==> config.mk <==
export PLATFORM = sky130hd
export DESIGN_NAME = chsd_ram
export DESIGN_NICKNAME = d
export VERILOG_FILES = /design/src/hw/rtl/chsd_ram.sv
export SDC_FILE = /design/constraint.sdc
export NUM_CORES = 2
export LEC_CHECK = 0
export BUFFER_PORTS_ARGS = -buffer_cell sky130_fd_sc_hd__buf_4
export CAP_MARGIN = 20
export CORE_MARGIN = 10
export CORE_UTILIZATION = 45
export CTS_CLUSTER_SIZE = 12
export DETAILED_ROUTE_END_ITERATION = 7
export PLACE_DENSITY = 0.65
export SLEW_MARGIN = 20
export SYNTH_ARGS = -nofsm -noshare
export SYNTH_HDL_FRONTEND = slang
export SYNTH_SLANG_ARGS = --single-unit
==> constraint.sdc <==
create_clock -name i_clk -period 5.2 [get_ports i_clk]
set_input_delay 1.04 -clock i_clk [delete_from_list [all_inputs] [get_ports i_clk]]
set_output_delay 1.04 -clock i_clk [all_outputs]
set_load 0.01 [all_outputs]
==> src/hw/rtl/chsd_ram.sv <==
// Generic single-port-write, single-port-read RAM with registered read data.
`default_nettype none

module chsd_ram #(
    parameter int WIDTH = 8,
    parameter int DEPTH = 256
) (
    input  wire logic                     i_clk,
    input  wire logic                     i_wr_en,
    input  wire logic [$clog2(DEPTH)-1:0] i_wr_addr,
    input  wire logic [WIDTH-1:0]         i_wr_data,
    input  wire logic [$clog2(DEPTH)-1:0] i_rd_addr,
    output logic      [WIDTH-1:0]         o_rd_data
);

    logic [WIDTH-1:0] r_mem [DEPTH];
    logic [WIDTH-1:0] r_rd_data;

    always_ff @(posedge i_clk) begin
        if (i_wr_en) begin
            r_mem[i_wr_addr] <= i_wr_data;
        end
        r_rd_data <= r_mem[i_rd_addr];
    end

    assign o_rd_data = r_rd_data;

endmodule

`default_nettype wire

### Word level (Yosys, flattened, before mapping)

Memories as Yosys holds them, arrays and structs flattened. A register that Yosys moved wholly into a read port is not among the register bits.
Index checks and enable logic that the tools add are counted.

* bits in latches: 0
* output and inout bits: 8
* bits in registers: 0
* bits in read-only memories: 0
* input bits: 26
* word-level logic and storage cells: 3
* memories: 1
* memory bits (writable): 2048

Memory list
* r_mem: words 256, width 8, read ports 1, clocked after memory_dff 1, wr ports 1, line 16 `logic [WIDTH-1:0] r_mem [DEPTH];`

* equality and inequality tests: 0
* div/mod/pow operators: 0
* multipliers: 0
* reduce and logical (&&, ||, !) cells: 0
* mux-type cells: 2
* shift-type cells: 0
* add/subtract/negate cells: 0
* magnitude comparators: 0
* bitwise gates (word level): 0

Operator list (count)
* $mux W1: 2

### Logic depth before layout (Yosys ltp)

* depth in word-level cells: 2
* mapped depth: 11
* depth with buffers taken out: 6

### Least setup slack after synthesis

OpenSTA, ideal clock, no wires.

* path type: input to register
* start point: input i_rd_addr[0]
* end point: register r_rd_data[2], in the netlist o_rd_data[2] (read register of r_mem)
* path buffers: 4
* library setup time: 131 ps
* arrival: 2847 ps
* slack: 2222 ps
* required time: 5069 ps
* stages: 9
* cell sequence: buf_6 > buf_12 > buf_8 > buf_2 > mux4_2 > a22oi_1 > a21oi_1 > nor4_1 > nor4_2

RTL lines
* from (decl): line 12 `input wire logic [$clog2(DEPTH)-1:0] i_rd_addr,`
* to (decl): line 17 `logic [WIDTH-1:0] r_rd_data;`

==> out/metrics.cfg <==
[sta]
final-setup-viol-count = 0
report.final.slew_viol_count = 0
fin_ws_ns = 1.53
worst_slew_pin_slew_ns = 1.23
fmax_mhz = 272
fin_crit_ns = 3.67
fin_hold_ws_ns = 0.714
relSlewSlack_pct = 17.3
finalHoldViolations = 0
period_share_pct = 70.7
rsz0062_at_grt = no
fin_skew_ns = 0.0317
fin_setup_tns_ns = 0

[routing]
wl_um = 197000
post_drt_wl_per_cell_um = 31.0
via_per_inst = 6.15
ant_nets = 0
vias = 39016
drcViolationCount = 0
firstDrtPassIters = 6
drt_iter0_drc = 5161

[critical_path]
ff2ff_path_depth = 6
crit_top_cell = buf_4
max_stage_delay_ns = 0.81
arrival_ns = 4.37
crit_path_end_kind = flop
critical-path-top-delay-family = buffers and inverters
critPathLaunch = i_rd_addr[1]
r2r_start = r_mem[100][4]$_DFFE_PP_
cpMaxStageDelayCell = nor4_1
crit_type = input port to flop
cp-start-kind = input port
path_buf_inv = 4
crit_chain = buf_8, buf_12, buf_4, mux4_2, a22oi_1, a21oi_1, nor4_1, buf_4, nor4_2
cp_max_fo = 74
critPathRequiredTime_ns = 5.90
cp.depth = 9

[clock_tree]
hold_buffers = 0
cts-root-buf = clkbuf_16
cts_setup_buffers = 0
clk_pin_slew_ns = 0.06
cts-buffers-inserted = 198
clock_sinks = 2056
cts.htree.levels = 4
cts_max_path_buffers = 3
clk_latency_ns = 0.84
cts_tree = done
postCtsResizedCells = 0

[grt]
grt_usage_pct = 20.1
grt_pass1_wl_um = 285000
overflow = 0
grt_max_degree = 148
first_global_vias = 39216
grt_antenna_before_repair = 6

[floorplan]
pin_count = 34
start_util_pct = 45.2
die-height_um = 440
die-area_sq_mm = 0.194
fp.dieW_um = 440
placementRows = 154
core_area_sq_mm = 0.176

[final_layout]
drive_gt1_share_pct = 22.7
fin_cells = 6348
nets = 3934
n_fill_cell = 13839
post-route-util_pct = 50.4
n_antenna_cell = 0
final_common_cell = edfxtp_1
final_cell_mix = edfxtp_1, mux4_2, nor2_1
syn_to_final_growth_pct = 11.4

[status]
status = finished, final reports clean

[logic_synthesis]
yosysWarnings = 0
synth_cell_type_count = 55
netlist_area_sq_mm = 0.0796
synthCells = 3733
yosysSeqAreaShare_pct = 77.5
yosys_most_used_dff = edfxtp_1
syn_area_per_cell_sq_um = 21.3
synth.net_count = 3759
ys_ff_latch = 2056
ys_async_sr_fraction_pct = 0
synth_edf_count = 2048

[power_and_ir_drop]
combPwrFrac_pct = 5.1
p_leak_nw = 27.1
max-vdd-ir-drop_mv = 0.384
power.density_mw_per_mm2 = 372
swShare_pct = 21.3
power.internal_mw = 26.0
seqPwrFrac_pct = 55.5
netSwitchingPower_mw = 7.03
clkPwrFrac_pct = 39.4

[placed_design]
io_buffers = 33
dp_hpwl_um = 121000
place_worst_setup_slack_ns = 0.758
place_congestion = 0.823
dp_cells = 6048

[job]
maxCapViolCount = 0

[min_path]
hold_depth = 1
hp-start = i_wr_data[5]
hold_class = input port to flop

[registers in the layout (all words and copies together) (netlist names)]
register,count
r_mem,2048
o_rd_data,8
[cell families after synthesis]
logic type / count (synthesis) / share of synthesized area, %
AO/OA/AOI/OAI: 385 / 3.42
buffers and inverters: 235 / 1.83
flip-flops: 2056 / 77.5
multiplexers: 591 / 14.6
AND/OR/NAND/NOR: 466 / 2.63
[path summary, 6_finish.rpt]
path,end,slack [ns]
worst max-delay path,o_rd_data[0]$_DFF_P_,1.53
worst min-delay path,r_mem[91][5]$_DFFE_PP_,0.71
worst max register to register,o_rd_data[4]$_DFF_P_,2.36
worst min register to register,o_rd_data[5]$_DFF_P_,1.03
[layer usage]
layer | GRT usage (%) | share of wire [%] | up-vias | wire length, um
li1 | - | - | 15999 | -
met3 | 3.68 | 7.4 | 344 | 14600
met4 | 6.30 | 3.2 | 4 | 6220
met1 | 28.3 | 41 | 20876 | 81100
met5 | 0 | 0.014 | - | 27
met2 | 32.0 | 48 | 1793 | 94900
[stage by stage]
stage | total power [mW] | instance area (sq um)
after global placement | 20.3 | 83000
final | 33.0 | 88600
after floorplan | 19.5 | 79600
after detailed placement | 20.3 | 83000
after CTS | 33.1 | 88600
after global routing | 33.9 | 88600
[synth_stat cells, types with 3 or more instances]
| cell type | instances | share of area [%] |
|---|---|---|
| buf_2 | 31 | 0.20 |
| a22o_1 | 8 | 0.088 |
| nor2_1 | 282 | 1.3 |
| buf_1 | 22 | 0.10 |
| nand3_1 | 34 | 0.21 |
| a22oi_1 | 133 | 1.3 |
| nor4_2 | 3 | 0.047 |
| or2_2 | 4 | 0.031 |
| buf_8 | 13 | 0.25 |
| o21ai_0 | 10 | 0.063 |
| and2_1 | 6 | 0.047 |
| dfxtp_1 | 8 | 0.20 |
| clkbuf_1 | 111 | 0.52 |
| mux2i_1 | 134 | 1.7 |
| o22ai_1 | 28 | 0.22 |
| nor2b_1 | 31 | 0.24 |
| nand2_1 | 33 | 0.16 |
| a221oi_1 | 13 | 0.14 |
| buf_4 | 27 | 0.25 |
| nand4_1 | 10 | 0.079 |
| a211oi_1 | 16 | 0.15 |
| nor3_1 | 22 | 0.14 |
| nor4_1 | 24 | 0.19 |
| a21oi_1 | 96 | 0.60 |
| o221ai_1 | 46 | 0.51 |
| o211ai_1 | 10 | 0.094 |
| nand2b_1 | 8 | 0.063 |
| buf_6 | 21 | 0.30 |
| mux4_2 | 454 | 13 |
| o32ai_1 | 4 | 0.044 |
| o22a_1 | 5 | 0.055 |
| edfxtp_1 | 2048 | 77 |
| buf_12 | 8 | 0.20 |
[power by group through the flow]
stage,Combinational (mW),Clock [mW],Sequential (mW)
after detailed placement,1.67,0,18.7
after floorplan,0.887,0,18.6
final,1.67,13.0,18.3
after CTS,1.68,13.2,18.3
after global routing,1.76,13.9,18.3
after global placement,1.66,0,18.7
[final cells by class]
type	instances	area, sq um	area share, %
multi-input combinational	1442	16500	18.6
tap	2340	2930	3.30
clock buffer	262	5240	5.91
timing repair buffer	208	1890	2.13
clock inverter	38	370	0.418
inverter	2	7.51	0.00847
sequential	2056	61700	69.6
Power figures use the tool's default switching activity.
